[config.mk]
export PLATFORM = sky130hd
export DESIGN_NAME = tun_isqrt
export DESIGN_NICKNAME = d
export VERILOG_FILES = /design/src/tun_isqrt.sv
export SDC_FILE = /design/constraint.sdc
export NUM_CORES = 1
export LEC_CHECK = 0
export BUFFER_PORTS_ARGS = -buffer_cell sky130_fd_sc_hd__buf_2
export CAP_MARGIN = 20
export CORE_ASPECT_RATIO = 1.4
export CORE_MARGIN = 5
export CORE_UTILIZATION = 30
export DETAILED_ROUTE_END_ITERATION = 10
export PLACE_DENSITY_LB_ADDON = 0.25
export SLEW_MARGIN = 20
export SYNTH_ARGS = -nofsm -noshare
export SYNTH_HDL_FRONTEND = slang
export SYNTH_SLANG_ARGS = --single-unit
[constraint.sdc]
create_clock -name clk -period 3 [get_ports clk]
set_input_delay 0 -clock clk [delete_from_list [all_inputs] [get_ports clk]]
set_output_delay 0 -clock clk [all_outputs]
set_load 0.05 [all_outputs]
[src/tun_isqrt.sv]
module tun_isqrt #(
    parameter int QB = 33,
    parameter int TW = 17
) (
    input  logic          clk,
    input  logic          en,
    input  logic [QB-1:0] rad,
    output logic [TW-1:0] root
);

    localparam int XW = QB + 2;

    // digit-by-digit square root, one root bit per stage, remainder kept
    logic [XW-1:0] rem_reg [TW];
    logic [TW-1:0] t_reg [TW];

    genvar s;
    generate
        for (s = 0; s < TW; s++)
        begin : g_step
            localparam int K = TW - 1 - s;
            logic [XW-1:0] rem_in;
            logic [TW-1:0] t_in;
            logic [XW-1:0] cand;
            logic          ge;
            if (s == 0)
            begin : g_first
                assign rem_in = XW'(rad);
                assign t_in   = '0;
            end
            else
            begin : g_next
                assign rem_in = rem_reg[s-1];
                assign t_in   = t_reg[s-1];
            end
            // (t + 2^K)^2 - t^2
            assign cand = (XW'(t_in) << (K + 1)) + (XW'(1) << (2 * K));
            assign ge   = rem_in >= cand;
            always_ff @(posedge clk)
            begin
                if (en)
                begin
                    rem_reg[s] <= ge ? rem_in - cand : rem_in;
                    t_reg[s]   <= t_in | (TW'(ge) << K);
                end
            end
        end
    endgenerate

    assign root = t_reg[TW-1];

endmodule

==> metrics <==
Worst EP arrival=3.48 ns; Crit Path Class=reg -> reg; worst vdd ir=~0.00057 V; Setup crit end kind=flip-flop; Vias=about 20000; crit-path max FO=10; Final Non-Filler Cells=4394; ys flop type=edfxtp_1; violations in the final reports=setup timing; #FFs+latches synth=about 710; Total GRT Usage=a little under an eighth; drt drc=0; max_slew headroom=between 40% and 50%; Worst-path clk slew=0.06 ns; ANT nets after route=0; top cells by area, synth=edfxtp_1, ha_1, xor2_1, xnor2_1, inv_1; DR vias/cell=4.65; sequential cell area fraction in the yosys report=roughly 65%; Worst Path Buf+Inv=1; Max Clk Rate=0.321 GHz; vias in the first global route=22213; Max-cap violations=0; core area=about 110000 um2; Hold WC Path Type=in -> reg; most common library cell in the layout ignoring fill and taps=edfxtp_1; per-cell routed wire length=between 15 and 20 um; ant diodes=0; final wirelength=between 60000 and 70000 um; Gate Count Post-Synth=approximately 2500; # setup viols final=slightly below 50; row count=about 140; DRT iter0 DRCs=~900; # IOs=52; fin crit share=104%; Yosys Warn Count=0; CP cell instances=or4_4 > or3_4 > or3_4 > or4_4 > a311o_2 > buf_12 > mux2_2; gr ovfl total=0; status=complete, but fails checks; total CTS buffers=81; share of post-route cells with drive strength above 1=19.4%; Leak=around 15 nW; reg2reg start=rem_reg[0][376]$_DFFE_PP_; worst slack at placement=-0.369 ns; ys async rst share=0%; Final HPWL DP=between 40000 and 50000 um; Tmin final=3.12 ns; Root Driver=clkbuf_16; Yosys top cell area share=64.6%; htree depth=3; DIE AREA=between 100000 and 150000 um2; Die Wd=around 290 um; largest net degree at the start of global routing=168; first drt pass iteration count=6; CTS tree=yes; CP max stage cell=or4_4; CP peak stage delay=between 0.5 and 0.6 ns; setup ws final=-0.115 ns; count of different cell masters after synthesis=between 70 and 80; leading cell types in the layout, fill and taps excluded=edfxtp_1, inv_1, buf_4; Setup Skew=approximately 0.016 ns; Sink Count=~700; Filler Cell Count=approximately 10000; area added between synthesis and finish=23.2%; GPL Wtd Cong=0.914; Avg Synthesized Cell Area=13.2 um2; CP delay by family, top=simple AND/OR/NAND/NOR gates; Tightest Pin Transition=roughly 0.83 ns; Critical path origin=rem_reg[0][376]$_DFFE_PP_; first-pass GRT wire length=approximately 110000 um; Largest register FFs=559; clk_lat worst skew=roughly 0.62 ns; Die Ht=a little over 400 um; Placed Cells=roughly 4200; RSZ-0062 raised after global routing=true; Port Buf Inserts=51; area leader, netlist=edfxtp_1; nets@finish=approximately 3100; CTS Buffer Depth=3; hold path start=rad[18]; Worst Path Required=around 3.4 ns; Fin. Hold Viols=0; Post-Syn Area=~33000 um2; Pwr Density=between 600 and 700 nW/um2; Startpoint Class=flip-flop; Initial Util=30.1%; initial antenna violation count=0; max-slew violations=0; Post-synth EDFFs=between 700 and 800
## area by class of cell
| cell class | instances | area (um2) | share of cell area, % |
|---|---|---|---|
| inverter | 208 | 781 | 1.92 |
| multi-input combinational | 1554 | 11600 | 28.5 |
| clock inverter | 38 | 337 | 0.826 |
| timing repair buffer | 315 | 2610 | 6.40 |
| clock buffer | 107 | 2190 | 5.37 |
| tap | 1460 | 1830 | 4.48 |
| sequential | 712 | 21400 | 52.5 |
## worst paths after layout
check                              endpoint  slack (ns)  cells after the start
setup / recovery  rem_reg[0][407]$_DFFE_PP_       -0.12                      7
hold / removal     rem_reg[0][18]$_DFFE_PP_        0.09                      2
setup reg to reg  rem_reg[0][407]$_DFFE_PP_       -0.12                      7
hold reg to reg    rem_reg[0][40]$_DFFE_PP_        0.44                      0
## worst register-to-register path: stages, from the launching register on
cell	delay (ns)
edfxtp_1	0.38
or4_4	0.54
or3_4	0.34
or3_4	0.33
or4_4	0.43
a311o_2	0.40
buf_12	0.17
mux2_2	0.27
## where the power goes
part | switching (mW) | leakage (nW) | internal (mW)
Combinational | 2.52 | 7.28 | 2.18
Sequential | 0.665 | 6.82 | 12.4
Clock | 3.78 | 1.23 | 5.62
Total | 6.96 | 15.3 | 20.2
## synth_stat cells, types with 13 or more instances
cell and n:
nand4_1 23, a211oi_1 13, clkbuf_1 25, nor4_1 75, o21ai_0 131, a21o_1 35
edfxtp_1 712, mux2_2 23, a21oi_1 101, o31ai_1 26, inv_1 208, or3_1 39
nor2b_1 19, nor3_1 88, xnor2_1 109, nand2_1 157, xor2_1 117, ha_1 166
o21a_1 42, or4_1 25, nand3_1 16, nand2b_1 37, nor2_1 146
## layer usage
metal  track usage (%)  vias up  share of wire [%]  routed length (um)
met5                 0        -                  0                   0
li1                  -    10100                  -                   -
met3              1.67      215                2.6                1820
met2              24.2      344                 60               41000
met4              7.34        0                6.9                4720
met1              9.09     9790                 31               21100
## stage by stage
stage               total power, mW  util [%]  setup TNS, ns  hold WS (ns)  cell area (um2)
finish                         27.1      37.1          -2.67        0.0904            40700
global route                   28.5      37.1          -7.70        0.0641            40700
CTS                            27.2      36.3          -2.95        0.0441            39900
detailed placement             17.5      33.4         -10.59         0.178            36700
global placement               17.3      33.4          -3.71         0.178            36700
floorplan                      15.8         -          -6.03        0.0989            33100
## kinds of logic (layout without fill, tap and decap cells)
family	Yosys count	count (layout)	synth area share, %
flops	712	712	64.6
simple gates	693	693	10.9
compound gates	434	434	8.33
buf+inv	243	668	2.78
xor+xnor	226	226	5.98
fa+ha+maj	166	166	6.28
mux	33	33	1.09
other cells	1	2	0.0113
## what timing repair did
| item | in CTS | in global routing |
|---|---|---|
| endpoints found under the setup margin | 124 | 162 |
| gates cloned | 1 | 6 |
| gates resized for setup | 69 | 148 |
| endpoints found under the hold margin | 82 | 0 |
| setup buffers | 7 | 20 |
| pin swaps | 6 | 49 |
| hold buffers | 34 | 0 |
(Power assumes the default switching activity.)
